==> src/hdl/sdboot_pkg.sv <==
package sdboot_pkg;

    localparam int SECTOR_BYTES    = 512;
    localparam int POWERON_DUMMIES = 20;
    localparam int OFFSET_WIDTH    = 16;

    typedef enum logic [2:0] {
        K_NONE   = 3'd0,
        K_CMD0   = 3'd1,
        K_CMD8   = 3'd2,
        K_CMD55  = 3'd3,
        K_ACMD41 = 3'd4,
        K_CMD58  = 3'd5,
        K_CMD16  = 3'd6,
        K_CMD17  = 3'd7
    } cmd_t;

    typedef enum logic [2:0] {
        S_SEND  = 3'd0,
        S_POLL  = 3'd1,
        S_TAIL  = 3'd2,
        S_END   = 3'd3,
        S_TOKEN = 3'd4,
        S_DATA  = 3'd5,
        S_RSV6  = 3'd6,
        S_RSV7  = 3'd7
    } sub_t;

    localparam logic [3:0] ST_BUSY   = 4'd0;
    localparam logic [3:0] ST_LOADED = 4'd1;
    localparam logic [3:0] ST_CMD0   = 4'd2;
    localparam logic [3:0] ST_CMD8   = 4'd3;
    localparam logic [3:0] ST_ACMD41 = 4'd4;
    localparam logic [3:0] ST_CMD58  = 4'd5;
    localparam logic [3:0] ST_HEADER = 4'd6;
    localparam logic [3:0] ST_SIZE   = 4'd7;
    localparam logic [3:0] ST_SECTOR = 4'd8;

    localparam logic [2:0] REG_START_SECTOR = 3'd0;
    localparam logic [2:0] REG_MAX_IMAGE    = 3'd1;
    localparam logic [2:0] REG_RESP_LIMIT   = 3'd2;
    localparam logic [2:0] REG_TOKEN_LIMIT  = 3'd3;
    localparam logic [2:0] REG_INIT_DIV     = 3'd4;
    localparam logic [2:0] REG_RUN_DIV      = 3'd5;

    function automatic logic [7:0] cmd_code(input cmd_t k);
        case (k)
            K_CMD0:   cmd_code = 8'h40;
            K_CMD8:   cmd_code = 8'h48;
            K_CMD55:  cmd_code = 8'h77;
            K_ACMD41: cmd_code = 8'h69;
            K_CMD58:  cmd_code = 8'h7A;
            K_CMD16:  cmd_code = 8'h50;
            K_CMD17:  cmd_code = 8'h51;
            default:  cmd_code = 8'h00;
        endcase
    endfunction

    function automatic logic [7:0] cmd_crc(input cmd_t k);
        case (k)
            K_CMD0:   cmd_crc = 8'h95;
            K_CMD8:   cmd_crc = 8'h87;
            K_CMD55:  cmd_crc = 8'h65;
            K_ACMD41: cmd_crc = 8'h77;
            K_CMD58:  cmd_crc = 8'hFD;
            K_CMD16:  cmd_crc = 8'h15;
            K_CMD17:  cmd_crc = 8'h01;
            default:  cmd_crc = 8'h00;
        endcase
    endfunction

    function automatic logic [31:0] cmd_arg(input cmd_t k);
        case (k)
            K_CMD8:   cmd_arg = 32'h0000_01AA;
            K_ACMD41: cmd_arg = 32'h4000_0000;
            K_CMD16:  cmd_arg = 32'h0000_0200;
            default:  cmd_arg = 32'h0;
        endcase
    endfunction

endpackage

==> src/hdl/sd_spi_boot_loader_top.sv <==
// SD-card SPI-mode boot sequencer. A start transfer (func 0) runs the whole
// boot: power-on dummies with chip select high, CMD0, CMD8, CMD55/ACMD41 while
// idle, CMD58, CMD16, then CMD17 sector reads from start_sector. Every
// completed byte exchange (func 1) that arrives while a sequence runs yields
// exactly one result transfer: the next exchange request (with an optional
// image byte write) or the final status. Completions while idle are dropped.
// One input transfer can be taken every clock while s_tready is high, and its
// result transfer is offered from the result register. While a result waits, a
// skid register takes one more input transfer; s_tready then drops until the
// receiver drains the result register. Configuration writes take effect at
// their next use and are meant to happen only while the block is idle.
module sd_spi_boot_loader_top
    import sdboot_pkg::*;
#(
    parameter int PowerOnDummies = POWERON_DUMMIES,
    parameter int OffsetWidth    = OFFSET_WIDTH
)
(
    input  logic        clk,
    input  logic        rst_n,
    input  logic        cfg_we,
    input  logic [2:0]  cfg_index,
    input  logic [31:0] cfg_data,
    input  logic        s_tvalid,
    output logic        s_tready,
    input  logic [7:0]  s_tdata,   // rx_byte
    input  logic        s_tuser,   // func
    output logic        m_tvalid,
    input  logic        m_tready,
    // xfer_request, tx_byte, cs_high, clock_divider, write_enable,
    // write_offset, write_data, status (zero filled to whole bytes)
    output logic [((31 + OffsetWidth + 7) / 8) * 8 - 1:0] m_tdata
);

    localparam int OutW = 31 + OffsetWidth;
    localparam int OutB = ((OutW + 7) / 8) * 8;

    // configuration
    logic [31:0] start_sector_reg;
    logic [15:0] max_image_reg;
    logic [9:0]  resp_limit_reg;
    logic [16:0] token_limit_reg;
    logic [7:0]  init_div_reg, run_div_reg;

    always_ff @(posedge clk or negedge rst_n)
    begin
        if (!rst_n)
        begin
            start_sector_reg <= 32'd2048;
            max_image_reg    <= 16'd61440;
            resp_limit_reg   <= 10'd1000;
            token_limit_reg  <= 17'd100000;
            init_div_reg     <= 8'd199;
            run_div_reg      <= 8'd3;
        end
        else if (cfg_we)
        begin
            case (cfg_index)
                REG_START_SECTOR: start_sector_reg <= cfg_data;
                REG_MAX_IMAGE:    max_image_reg    <= cfg_data[15:0];
                REG_RESP_LIMIT:   resp_limit_reg   <= cfg_data[9:0];
                REG_TOKEN_LIMIT:  token_limit_reg  <= cfg_data[16:0];
                REG_INIT_DIV:     init_div_reg     <= cfg_data[7:0];
                REG_RUN_DIV:      run_div_reg      <= cfg_data[7:0];
                default: ;
            endcase
        end
    end

    // sequencer state
    logic        active_reg, active_next;
    cmd_t        k_reg, k_next;
    sub_t        sub_reg, sub_next;
    logic [9:0]  bidx_reg, bidx_next;
    logic [16:0] poll_reg, poll_next;
    logic [7:0]  lastr_reg, lastr_next;
    logic        chk_reg, chk_next;
    logic        hc_reg, hc_next;
    logic [31:0] sector_reg, sector_next;
    logic [31:0] size_reg, size_next;
    logic [15:0] written_reg, written_next;

    // output stage: main result register plus skid
    logic            out_v_reg, skid_v_reg;
    logic [OutW-1:0] out_d_reg, skid_d_reg;

    assign s_tready = !skid_v_reg;
    logic accept;
    assign accept = s_tvalid && s_tready;

    logic            emit;
    logic [OutW-1:0] res;

    always_comb
    begin
        logic [7:0]  rx;
        logic        fin, we;
        logic [3:0]  code;
        logic [16:0] lim;
        logic        valid_sz;
        logic [31:0] arg;
        logic [7:0]  tx, div;
        logic        cs;
        logic [OffsetWidth-1:0] off;
        logic [7:0]  wdata;
        logic        gov;
        cmd_t        gk;
        sub_t        gs;

        rx = s_tdata;
        active_next = active_reg; k_next = k_reg; sub_next = sub_reg;
        bidx_next = bidx_reg; poll_next = poll_reg; lastr_next = lastr_reg;
        chk_next = chk_reg; hc_next = hc_reg; sector_next = sector_reg;
        size_next = size_reg; written_next = written_reg;
        fin = 1'b0; code = ST_BUSY; we = 1'b0; wdata = 8'd0;
        off = '0; emit = 1'b0; gov = 1'b0; gk = k_reg; gs = sub_reg;
        lim = 17'd1; valid_sz = 1'b0;

        if (accept)
        begin
            if (!s_tuser)
            begin
                emit = 1'b1; active_next = 1'b1;
                k_next = K_NONE; sub_next = S_POLL; bidx_next = '0; poll_next = '0;
                lastr_next = '0; chk_next = 1'b0; hc_next = 1'b0;
                sector_next = '0; size_next = '0; written_next = '0;
            end
            else if (active_reg)
            begin
                emit = 1'b1;
                if (k_reg == K_NONE)
                begin
                    if (32'(bidx_reg) + 32'd1 >= 32'(PowerOnDummies))
                    begin
                        gov = 1'b1; gk = K_CMD0; gs = S_SEND;
                    end
                    else
                        bidx_next = bidx_reg + 10'd1;
                end
                else
                begin
                    case (sub_reg)
                        S_SEND:
                        begin
                            if (bidx_reg >= 10'd6)
                            begin
                                gov = 1'b1; gs = S_POLL;
                            end
                            else
                                bidx_next = bidx_reg + 10'd1;
                        end
                        S_POLL:
                        begin
                            logic        got;
                            logic [7:0]  r;
                            lim = (resp_limit_reg == '0) ? 17'd1 : 17'(resp_limit_reg);
                            got = 1'b0; r = 8'hFF;
                            if (!rx[7])
                            begin
                                got = 1'b1; r = rx;
                            end
                            else if (poll_reg + 17'd1 >= lim)
                                got = 1'b1;
                            else
                                poll_next = poll_reg + 17'd1;
                            if (got)
                            begin
                                lastr_next = r; chk_next = 1'b0; gov = 1'b1;
                                if (k_reg == K_CMD8 && r == 8'd1)
                                    gs = S_TAIL;
                                else if (k_reg == K_CMD58)
                                    gs = S_TAIL;
                                else if (k_reg == K_CMD17 && r == 8'd0)
                                    gs = S_TOKEN;
                                else
                                    gs = S_END;
                            end
                        end
                        S_TAIL:
                        begin
                            if (k_reg == K_CMD8)
                            begin
                                if (bidx_reg == 10'd2)
                                    chk_next = (rx[3:0] == 4'd1);
                                else if (bidx_reg == 10'd3)
                                    chk_next = chk_reg && (rx == 8'hAA);
                            end
                            else if (bidx_reg == 10'd0 && lastr_reg == 8'd0)
                            begin
                                chk_next = rx[7];
                                if (rx[7])
                                    hc_next = rx[6];
                            end
                            if (bidx_reg >= 10'd3)
                            begin
                                gov = 1'b1; gs = S_END;
                            end
                            else
                                bidx_next = bidx_reg + 10'd1;
                        end
                        S_TOKEN:
                        begin
                            lim = (token_limit_reg == '0) ? 17'd1 : token_limit_reg;
                            poll_next = poll_reg + 17'd1;
                            if (poll_reg + 17'd1 >= lim)
                            begin
                                chk_next = 1'b0; gov = 1'b1; gs = S_END;
                            end
                            else if (rx == 8'hFE)
                            begin
                                gov = 1'b1; gs = S_DATA;
                            end
                        end
                        S_DATA:
                        begin
                            // payload window: bytes 0..511, then two CRC bytes
                            if (bidx_reg < 10'(SECTOR_BYTES))
                            begin
                                if (written_reg == '0 && bidx_reg < 10'd4)
                                begin
                                    case (bidx_reg[1:0])
                                        2'd0: size_next[7:0]   = size_reg[7:0]   | rx;
                                        2'd1: size_next[15:8]  = size_reg[15:8]  | rx;
                                        2'd2: size_next[23:16] = size_reg[23:16] | rx;
                                        default:
                                            size_next[31:24] = size_reg[31:24] | rx;
                                    endcase
                                end
                                else
                                begin
                                    valid_sz = (size_reg != '0) &&
                                               (size_reg <= 32'(max_image_reg));
                                    if ((written_reg != '0 || valid_sz) &&
                                        32'(written_reg) < size_reg)
                                    begin
                                        we = 1'b1;
                                        off = OffsetWidth'(written_reg);
                                        wdata = rx;
                                        written_next = written_reg + 16'd1;
                                    end
                                end
                            end
                            if (bidx_reg + 10'd1 >= 10'(SECTOR_BYTES + 2))
                            begin
                                chk_next = 1'b1; gov = 1'b1; gs = S_END;
                            end
                            else
                                bidx_next = bidx_reg + 10'd1;
                        end
                        S_END:
                        begin
                            case (k_reg)
                                K_CMD0:
                                    if (lastr_reg != 8'd1)
                                    begin
                                        fin = 1'b1; code = ST_CMD0;
                                    end
                                    else
                                    begin
                                        gov = 1'b1; gk = K_CMD8; gs = S_SEND;
                                    end
                                K_CMD8:
                                    if (lastr_reg != 8'd1 || !chk_reg)
                                    begin
                                        fin = 1'b1; code = ST_CMD8;
                                    end
                                    else
                                    begin
                                        gov = 1'b1; gk = K_CMD55; gs = S_SEND;
                                    end
                                K_CMD55:
                                begin
                                    gov = 1'b1; gk = K_ACMD41; gs = S_SEND;
                                end
                                K_ACMD41:
                                    if (lastr_reg == 8'd1)
                                    begin
                                        gov = 1'b1; gk = K_CMD55; gs = S_SEND;
                                    end
                                    else if (lastr_reg == 8'd0)
                                    begin
                                        gov = 1'b1; gk = K_CMD58; gs = S_SEND;
                                    end
                                    else
                                    begin
                                        fin = 1'b1; code = ST_ACMD41;
                                    end
                                K_CMD58:
                                    if (lastr_reg != 8'd0 || !chk_reg)
                                    begin
                                        fin = 1'b1; code = ST_CMD58;
                                    end
                                    else
                                    begin
                                        gov = 1'b1; gk = K_CMD16; gs = S_SEND;
                                    end
                                K_CMD16:
                                begin
                                    sector_next = start_sector_reg;
                                    gov = 1'b1; gk = K_CMD17; gs = S_SEND;
                                end
                                default:
                                    if (!chk_reg)
                                    begin
                                        fin = 1'b1;
                                        code = (written_reg == '0) ? ST_HEADER : ST_SECTOR;
                                    end
                                    else if (written_reg == '0)
                                    begin
                                        fin = 1'b1; code = ST_SIZE;
                                    end
                                    else if (32'(written_reg) >= size_reg)
                                    begin
                                        fin = 1'b1; code = ST_LOADED;
                                    end
                                    else
                                    begin
                                        sector_next = sector_reg + 32'd1;
                                        gov = 1'b1; gk = K_CMD17; gs = S_SEND;
                                    end
                            endcase
                        end
                        default:
                        begin
                            // unused sub-phase: drop to idle silently
                            emit = 1'b0; active_next = 1'b0;
                        end
                    endcase
                end
                if (gov)
                begin
                    k_next = gk; sub_next = gs; bidx_next = '0; poll_next = '0;
                end
                if (fin)
                    active_next = 1'b0;
            end
        end

        // build the result from the state the step leaves
        tx = 8'hFF; cs = 1'b0;
        div = (k_next == K_CMD17) ? run_div_reg : init_div_reg;
        arg = cmd_arg(k_next);
        if (k_next == K_CMD17)
            arg = hc_next ? sector_next : {sector_next[22:0], 9'd0};
        if (k_next == K_NONE)
            cs = 1'b1;
        else if (sub_next == S_SEND)
        begin
            case (bidx_next)
                10'd1: tx = cmd_code(k_next);
                10'd2: tx = arg[31:24];
                10'd3: tx = arg[23:16];
                10'd4: tx = arg[15:8];
                10'd5: tx = arg[7:0];
                10'd6: tx = cmd_crc(k_next);
                default: tx = 8'hFF;
            endcase
        end
        else if (sub_next == S_END && k_next == K_CMD17)
            cs = 1'b1;

        if (fin)
        begin
            div = (code >= ST_CMD0 && code <= ST_CMD58) ? init_div_reg : run_div_reg;
            res = {code, 8'd0, {OffsetWidth{1'b0}}, 1'b0, div, 1'b1, 8'd0, 1'b0};
        end
        else
            res = {ST_BUSY, wdata, off, we, div, cs, tx, 1'b1};
    end

    always_ff @(posedge clk or negedge rst_n)
    begin
        if (!rst_n)
        begin
            active_reg <= 1'b0; k_reg <= K_NONE; sub_reg <= S_SEND;
            bidx_reg <= '0; poll_reg <= '0; lastr_reg <= '0;
            chk_reg <= 1'b0; hc_reg <= 1'b0; sector_reg <= '0;
            size_reg <= '0; written_reg <= '0;
        end
        else
        begin
            active_reg <= active_next; k_reg <= k_next; sub_reg <= sub_next;
            bidx_reg <= bidx_next; poll_reg <= poll_next; lastr_reg <= lastr_next;
            chk_reg <= chk_next; hc_reg <= hc_next; sector_reg <= sector_next;
            size_reg <= size_next; written_reg <= written_next;
        end
    end

    // result register with skid: a new result lands in the skid register
    // only when the main one is full and not being drained
    always_ff @(posedge clk or negedge rst_n)
    begin
        if (!rst_n)
        begin
            out_v_reg  <= 1'b0;
            skid_v_reg <= 1'b0;
        end
        else
        begin
            if (!out_v_reg || m_tready)
            begin
                if (skid_v_reg)
                begin
                    out_v_reg  <= 1'b1;
                    skid_v_reg <= 1'b0;
                end
                else
                    out_v_reg <= emit;
            end
            else if (emit)
                skid_v_reg <= 1'b1;
        end
    end

    always_ff @(posedge clk)
    begin
        if (!out_v_reg || m_tready)
            out_d_reg <= skid_v_reg ? skid_d_reg : res;
        if (emit && out_v_reg && !m_tready)
            skid_d_reg <= res;
    end

    assign m_tvalid = out_v_reg;
    assign m_tdata  = OutB'(out_d_reg);

endmodule
==> config.mk <==
export PLATFORM = sky130hd
export DESIGN_NAME = sd_spi_boot_loader_top
export DESIGN_NICKNAME = d
export VERILOG_FILES = /design/src/hdl/sdboot_pkg.sv /design/src/hdl/sd_spi_boot_loader_top.sv
export SDC_FILE = /design/constraint.sdc
export NUM_CORES = 1
export LEC_CHECK = 0
export ABC_AREA = 1
export BUFFER_PORTS_ARGS = -buffer_cell sky130_fd_sc_hd__buf_2
export CAP_MARGIN = 20
export CELL_PAD_IN_SITES_DETAIL_PLACEMENT = 0
export CELL_PAD_IN_SITES_GLOBAL_PLACEMENT = 1
export CORE_ASPECT_RATIO = 2
export CORE_MARGIN = 1
export CORE_UTILIZATION = 47
export CTS_BUF_LIST = sky130_fd_sc_hd__clkbuf_2 sky130_fd_sc_hd__clkbuf_4 sky130_fd_sc_hd__clkbuf_8
export DETAILED_ROUTE_END_ITERATION = 8
export PLACE_DENSITY = 0.78
export SETUP_SLACK_MARGIN = 0.15
export SLEW_MARGIN = 20
export SYNTH_ARGS = -nofsm -noshare
export SYNTH_HDL_FRONTEND = slang
export SYNTH_SLANG_ARGS = --single-unit
==> constraint.sdc <==
create_clock -name clk -period 4.5 [get_ports clk]
set_input_delay 0.225 -clock clk [delete_from_list [all_inputs] [get_ports clk]]
set_output_delay 0.225 -clock clk [all_outputs]
set_load 0.02 [all_outputs]
==> metrics.txt, run 1 <==
status complete, no violations; Tmin final 4210 ps; die width 146 um; most frequent cell after synthesis nand2_1; Int Power 6.82 mW; final max-slew violation count 0; startpoint types flop; kind of critical path reg -> reg; final wirelength 68600 um; critical-path maximum fanout 9; routability cong. 0.982; Leak Pwr 10.7 nW; Port Buffers 97; first-pass GRT wire length 105000 um; Root Buffer Master clkbuf_8; DP Wirelength 51400 um; TritonCTS clock tree yes; Unique masters post-synth 58; later-pin clock latency in the skew report 620 ps; IR drop worst, VDD 0.000320 V; pwr/cell area 522 nW/um2; First DRT Iteration DRCs 1250; Synth Area per Inst 7.33 um2; WP data required 4850 ps; most frequent CP cell nand2_1; GRT Total Usage 0.326; Max Freq 237 MHz; main combinational cell family by area after synthesis simple AND/OR/NAND/NOR gates; post-synthesis xor/xnor area fraction 0.0105; top cell type's share of synthesized area 0.249; CTS max path bufs 3; Tcrit/Tclk final 0.937; syn nets 2763; Die ar. 42100 um2; Starting Density 0.479; Fin Clk Skew 30.2 ps; CP Capture Type flop; Synth Area in Simple Gates 0.308; Worst Max-Slew Pin Slew 1100 ps; Final Hold Fails 0; Via density 5.50; ranking of synthesized cells by area dfrtp_1 (25%), nand2_1 (16%), edfxtp_1 (15%), inv_1 (5.5%), o21ai_0 (5.3%); Final Power 12.0 mW; total number of vias 18685; initial antenna violation count 2; Sw Ratio 0.429; compound-gate portion of the synthesized area 0.123; crit-path max cell delay 390 ps; clk sinks 311; Clock power frac 0.240; sequential power share 0.323; Synth Cell Area 19400 um2; crit path DAT 4570 ps; worst hold path type in -> reg; most frequent cells after synthesis nand2_1 (826), inv_1 (283), nor2_1 (248), o21ai_0 (206), dfrtp_1 (193); number of synthesized flops with an enable pin 94; Worst-path clk slew 70 ps; DRC Markers 0; CTS H-tree depth 2; dpl cell area 20700 um2; design area 22900 um2; Die Span Y 289 um; final setup fails 0; vias in the first global route 18635; I/O pin cnt 99; Post-Synthesis Cells 2646; Core ar. 40500 um2; largest net degree at the start of global routing 136; number of synthesis warnings 0; DR pass1 iterations 9; P&R area growth vs syn 18.0%; CP max-delay cell dfrtp_1; mux contribution to synthesized area 0.00871; Main synth FF type dfrtp_1; total grt overflow 0; routed len/inst 20.2 um; Max Cap Violations 0; Slew HR 0.261; Synth Area in Adders 0.0439; antenna-violating nets left 0; dominant cell type by area after synthesis dfrtp_1; #FFs+latches synth 311; unrepaired setup endpoints after global routing true; fraction of registers with async set/reset 0.698; Seq/Total Area, Yosys 0.427; Final #Nets 2941; CTS Buf Count 48; standard-cell rows 104; P_sw 5.13 mW; layout cells sized above 1 0.166; Comb pwr share 0.437
[per-stage QoR]
stage	cells	hold WS (ps)	TNS, ps	util	setup slack [ps]
2_1_floorplan	2646	-70.6	0	-	355
3_3_place_gp	3248	247	0	0.512	23.7
3_5_place_dp	3248	250	-45.7	0.512	-43.5
4_1_cts	3375	6.03	0	0.551	161
5_1_grt	3395	16.2	-149	0.565	-33.8
6_report	3396	28.9	0	0.565	285
[placed cells by master, fill, tap and decap left out, drive strengths merged, types with 20 or more instances in the layout]
cell / n
dfstp: 24
clkbuf: 69
buf: 186
nand3: 154
xor2: 20
ha: 68
a21oi: 124
dfrtp: 193
nor2: 276
dlygate4sd3: 32
edfxtp: 94
clkinv: 20
nand4: 49
inv: 297
nor3: 47
nand2: 846
a221oi: 24
o21ai: 227
[what timing repair did]
action,4_1_cts,5_1_grt
hold endpoints to repair,149,0
cloned,0,2
gates resized for setup,20,97
endpoints found under the setup margin,17,24
hold buffers,32,0
buffers inserted,5,17
pin swaps,5,40
[power by group through the flow]
stage                     Sequential [mW]  Clock (mW)  Combinational [mW]
after floorplan                      3.90           0                3.15
after global placement               3.89           0                4.73
after detailed placement             3.90           0                4.78
after CTS                            3.85        2.91                4.90
after global routing                 3.91        3.00                5.76
final                                3.86        2.87                5.22
[area by class of cell]
class	instances	area, um2
Fill cell	3953	17600
Multi-Input combinational cell	1943	10100
Sequential cell	311	8280
Timing Repair Buffer	218	1550
Inverter	302	1150
Clock buffer	69	881
Tap cell	530	663
Clock inverter	21	270
Antenna cell	2	5.00
[kinds of logic (layout without fill, tap and decap cells)]
| kind of cell | after synthesis | count (layout) |
|---|---|---|
| and+or+nand+nor | 1402 | 1404 |
| AOI/OAI and AO/OA | 434 | 434 |
| buffers and inverters | 394 | 610 |
| DFF | 311 | 311 |
| adders and majority gates | 68 | 68 |
| xor gates and xnor gates | 21 | 21 |
| muxes | 15 | 15 |
| other | 1 | 3 |
[worst max-delay path, delay by kind of cell (launching register included)]
family | cells | cell delay, ps
adders and majority gates | 1 | 200
AOI/OAI and AO/OA | 3 | 390
buffers and inverters | 5 | 770
and+or+nand+nor | 22 | 2170
DFF | 1 | 390
xor gates and xnor gates | 1 | 70
[metal layers]
layer  track usage  vias to the layer above  share of wire
met5             0                        -              0
met4         0.196                        0          0.065
met3        0.0343                      213          0.035
met2         0.652                      531           0.56
met1         0.317                     8876           0.34
li1              -                     9065              -
[worst paths after layout]
check	startpoint	endpoint	slack (ps)	cells past startpoint
setup / recovery	poll_reg[1]	skid_d_reg[3]	290	32
min in group asynchronous	rst_n	poll_reg[3]	140	2
hold reg to reg	token_limit_reg[6]	token_limit_reg[6]	480	2
setup reg to reg	poll_reg[1]	skid_d_reg[3]	290	32
max in group asynchronous	rst_n	bidx_reg[6]	3140	3
hold / removal	cfg_data[7]	max_image_reg[7]	30	3
No activity file was read; power rests on OpenSTA's default activity.
==> inputs of run 2 (changes only) <==
--- a/config.mk
+++ b/config.mk
@@ -16,5 +16,7 @@
 export CTS_BUF_LIST = sky130_fd_sc_hd__clkbuf_2 sky130_fd_sc_hd__clkbuf_4 sky130_fd_sc_hd__clkbuf_8
 export DETAILED_ROUTE_END_ITERATION = 8
+export GPL_ROUTABILITY_DRIVEN = 0
 export PLACE_DENSITY = 0.78
+export RECOVER_POWER = 50
 export SETUP_SLACK_MARGIN = 0.15
 export SLEW_MARGIN = 20
==> constraint.sdc (replaced) <==
create_clock -name clk -period 4.5 [get_ports clk]
set_input_delay 0.45 -clock clk [delete_from_list [all_inputs] [get_ports clk]]
set_output_delay 0.45 -clock clk [all_outputs]
set_load 0.02 [all_outputs]
==> run 2 against run 1 <==
Compared with the run above:
- clock power is 2% lower
- critical path type unchanged
- combinational power is 2% higher
- the run now ends with capacitance limit, slew limit left
- cell count is 1.3% lower
- first-iteration DRC count is 2.0% lower
- total power is 0.37% higher
- sequential share of layout area is 0.59 points higher
- setup slack worse by 20 ps
- flip-flop and latch count stayed put
- sequential power hardly changed
- via count is 0.51% lower
- clock skew is 6.2 ps higher
- utilization is 0.92 points lower
==> metrics.txt, run 2 (synthesis gave the netlist of run 1 again) <==
total grt overflow 0 (unchanged); CP Capture Type flop; status finished, violations left; Core ar. 40500 um2 (unchanged); final wirelength 67100 um (-2.2%); final max-slew violation count 209 (+209); Fin Clk Skew 36.4 ps (+6.23 ps); Die Span Y 289 um (unchanged); Leak Pwr 10.4 nW (-2.4%); total number of vias 18590 (-0.51%); Worst-path clk slew 60 ps (about the same); IR drop worst, VDD 0.000473 V (+48%); Via density 5.55 (+0.83%); Worst Max-Slew Pin Slew 3340 ps (+2240 ps); crit-path max cell delay 370 ps (-20 ps); Tmin final 4230 ps (+20.3 ps); later-pin clock latency in the skew report 630 ps (about the same); antenna-violating nets left 0 (unchanged); most frequent cells in the layout nand2_1 (797), inv_1 (277), nor2_1 (223); CTS H-tree depth 2 (unchanged); CP max-delay cell dfrtp_1; kind of critical path reg -> reg; Max Cap Violations 3 (+3); crit path DAT 4600 ps (+30 ps); GRT Total Usage 0.319 (-0.00664); final setup fails 0 (unchanged); CTS Buf Count 48 (unchanged); critical-path maximum fanout 7 (-2); Max Freq 236 MHz (-0.48%); TritonCTS clock tree yes; Starting Density 0.479 (unchanged); worst hold path type in -> reg; Root Buffer Master clkbuf_8; final hold slack 61.2 ps (+32.4 ps); Final #Nets 2898 (-1.5%); DP Wirelength 50100 um (-2.4%); P&R area growth vs syn 16.1%; failing checks capacitance limit, slew limit; Final Hold Fails 0 (unchanged); vias in the first global route 18295 (-1.8%); DRC Markers 0 (unchanged); most frequent CP cell nor2_4; clk sinks 311 (unchanged); CTS max path bufs 3 (unchanged); most common cell after layout, fill and taps aside nand2_1; largest net degree at the start of global routing 109 (-20%); First DRT Iteration DRCs 1225 (-2.0%); die width 146 um (unchanged); Slew HR -1.23 (-1.49); Port Buffers 97 (unchanged); initial antenna violation count 3 (+1); DR pass1 iterations 6 (-3); Tcrit/Tclk final 0.941 (+0.00452); WP data required 4870 ps (+20 ps); routed len/inst 20.0 um (-0.87%); standard-cell rows 104 (unchanged); I/O pin cnt 99 (unchanged); unrepaired setup endpoints after global routing true; layout cells sized above 1 0.160 (-0.00628); first-pass GRT wire length 102000 um (-2.3%); final cell count without fillers 3351 (-1.3%); placed insts 3240 (-0.25%); pwr/cell area 533 nW/um2 (+2.0%); startpoint types flop; Die ar. 42100 um2 (unchanged)
run 2: cell count changes in the layout (fill, tap and decap cells not counted), sizes merged:
cell / delta
nand3: -1
buf: -33
diode: -1
dlygate4sd3: -31
clkinvlp: +4
clkbuf: +21
nor2: +2
clkinv: -6
run 2: through the flow:
step	instance area (um2)	util	total power [mW]	worst slack, ps	setup TNS, ps
5_1_grt	22500	0.556	12.7	-42.6	-288
3_3_place_gp	20700	0.511	8.54	-116	-256
2_1_floorplan	19400	-	7.05	355	0
6_report	22500	0.556	12.0	265	0
4_1_cts	21900	0.541	11.5	154	0
3_5_place_dp	20700	0.511	8.61	-129	-392
run 2: report_power, final:
part           internal (mW)  switching, mW  total, mW
logic                   1.70           3.61       5.31
clock network           1.61           1.20       2.81
registers               3.50          0.375       3.88
total                   6.81           5.19       12.0
run 2: per-layer routing:
metal  wire [um]  global-route usage  share of wire
met5          15                   0        0.00022
met4        5020               0.198          0.075
met3        2720              0.0343          0.041
met2       36500               0.630           0.54
met1       22900               0.315           0.34
run 2: timing repair:
action / in CTS / in global routing
pin swaps: 4 / 47
hold buffers: 1 / 0
setup buffers: 2 / 15
endpoints found under the setup margin: 15 / 35
hold endpoints to repair: 92 / 0
cloned: 1 / 2
resized for setup: 16 / 132
run 2: critical path, delay by kind of cell (launching register included):
family / cells / cell delay, ps
buffers and inverters: 3 / 340
AND/OR/NAND/NOR: 26 / 2540
adder cells (fa/ha/maj): 1 / 290
XOR/XNOR: 1 / 250
AO/OA/AOI/OAI: 1 / 220
flip-flops: 1 / 370
run 2: path summary, 6_finish.rpt:
path	startpoint	end	slack, ps	depth (start not counted)
min	cfg_data[22]	start_sector_reg[22]	60	2
min in group asynchronous	rst_n	token_limit_reg[3]	1290	2
max	poll_reg[0]	skid_d_reg[3]	270	32
max in group asynchronous	rst_n	start_sector_reg[31]	720	3
min reg2reg	max_image_reg[4]	max_image_reg[4]	490	2
max reg2reg	poll_reg[0]	skid_d_reg[3]	270	32
run 2: final cells by class:
type | instances | area, um2
multi-input combinational | 1944 | 10200
inverter | 302 | 1140
timing repair buffer | 174 | 1080
sequential | 311 | 8280
antenna | 1 | 2.50
clock buffer | 70 | 882
tap | 530 | 663
fill | 4042 | 18000
clock inverter | 19 | 255
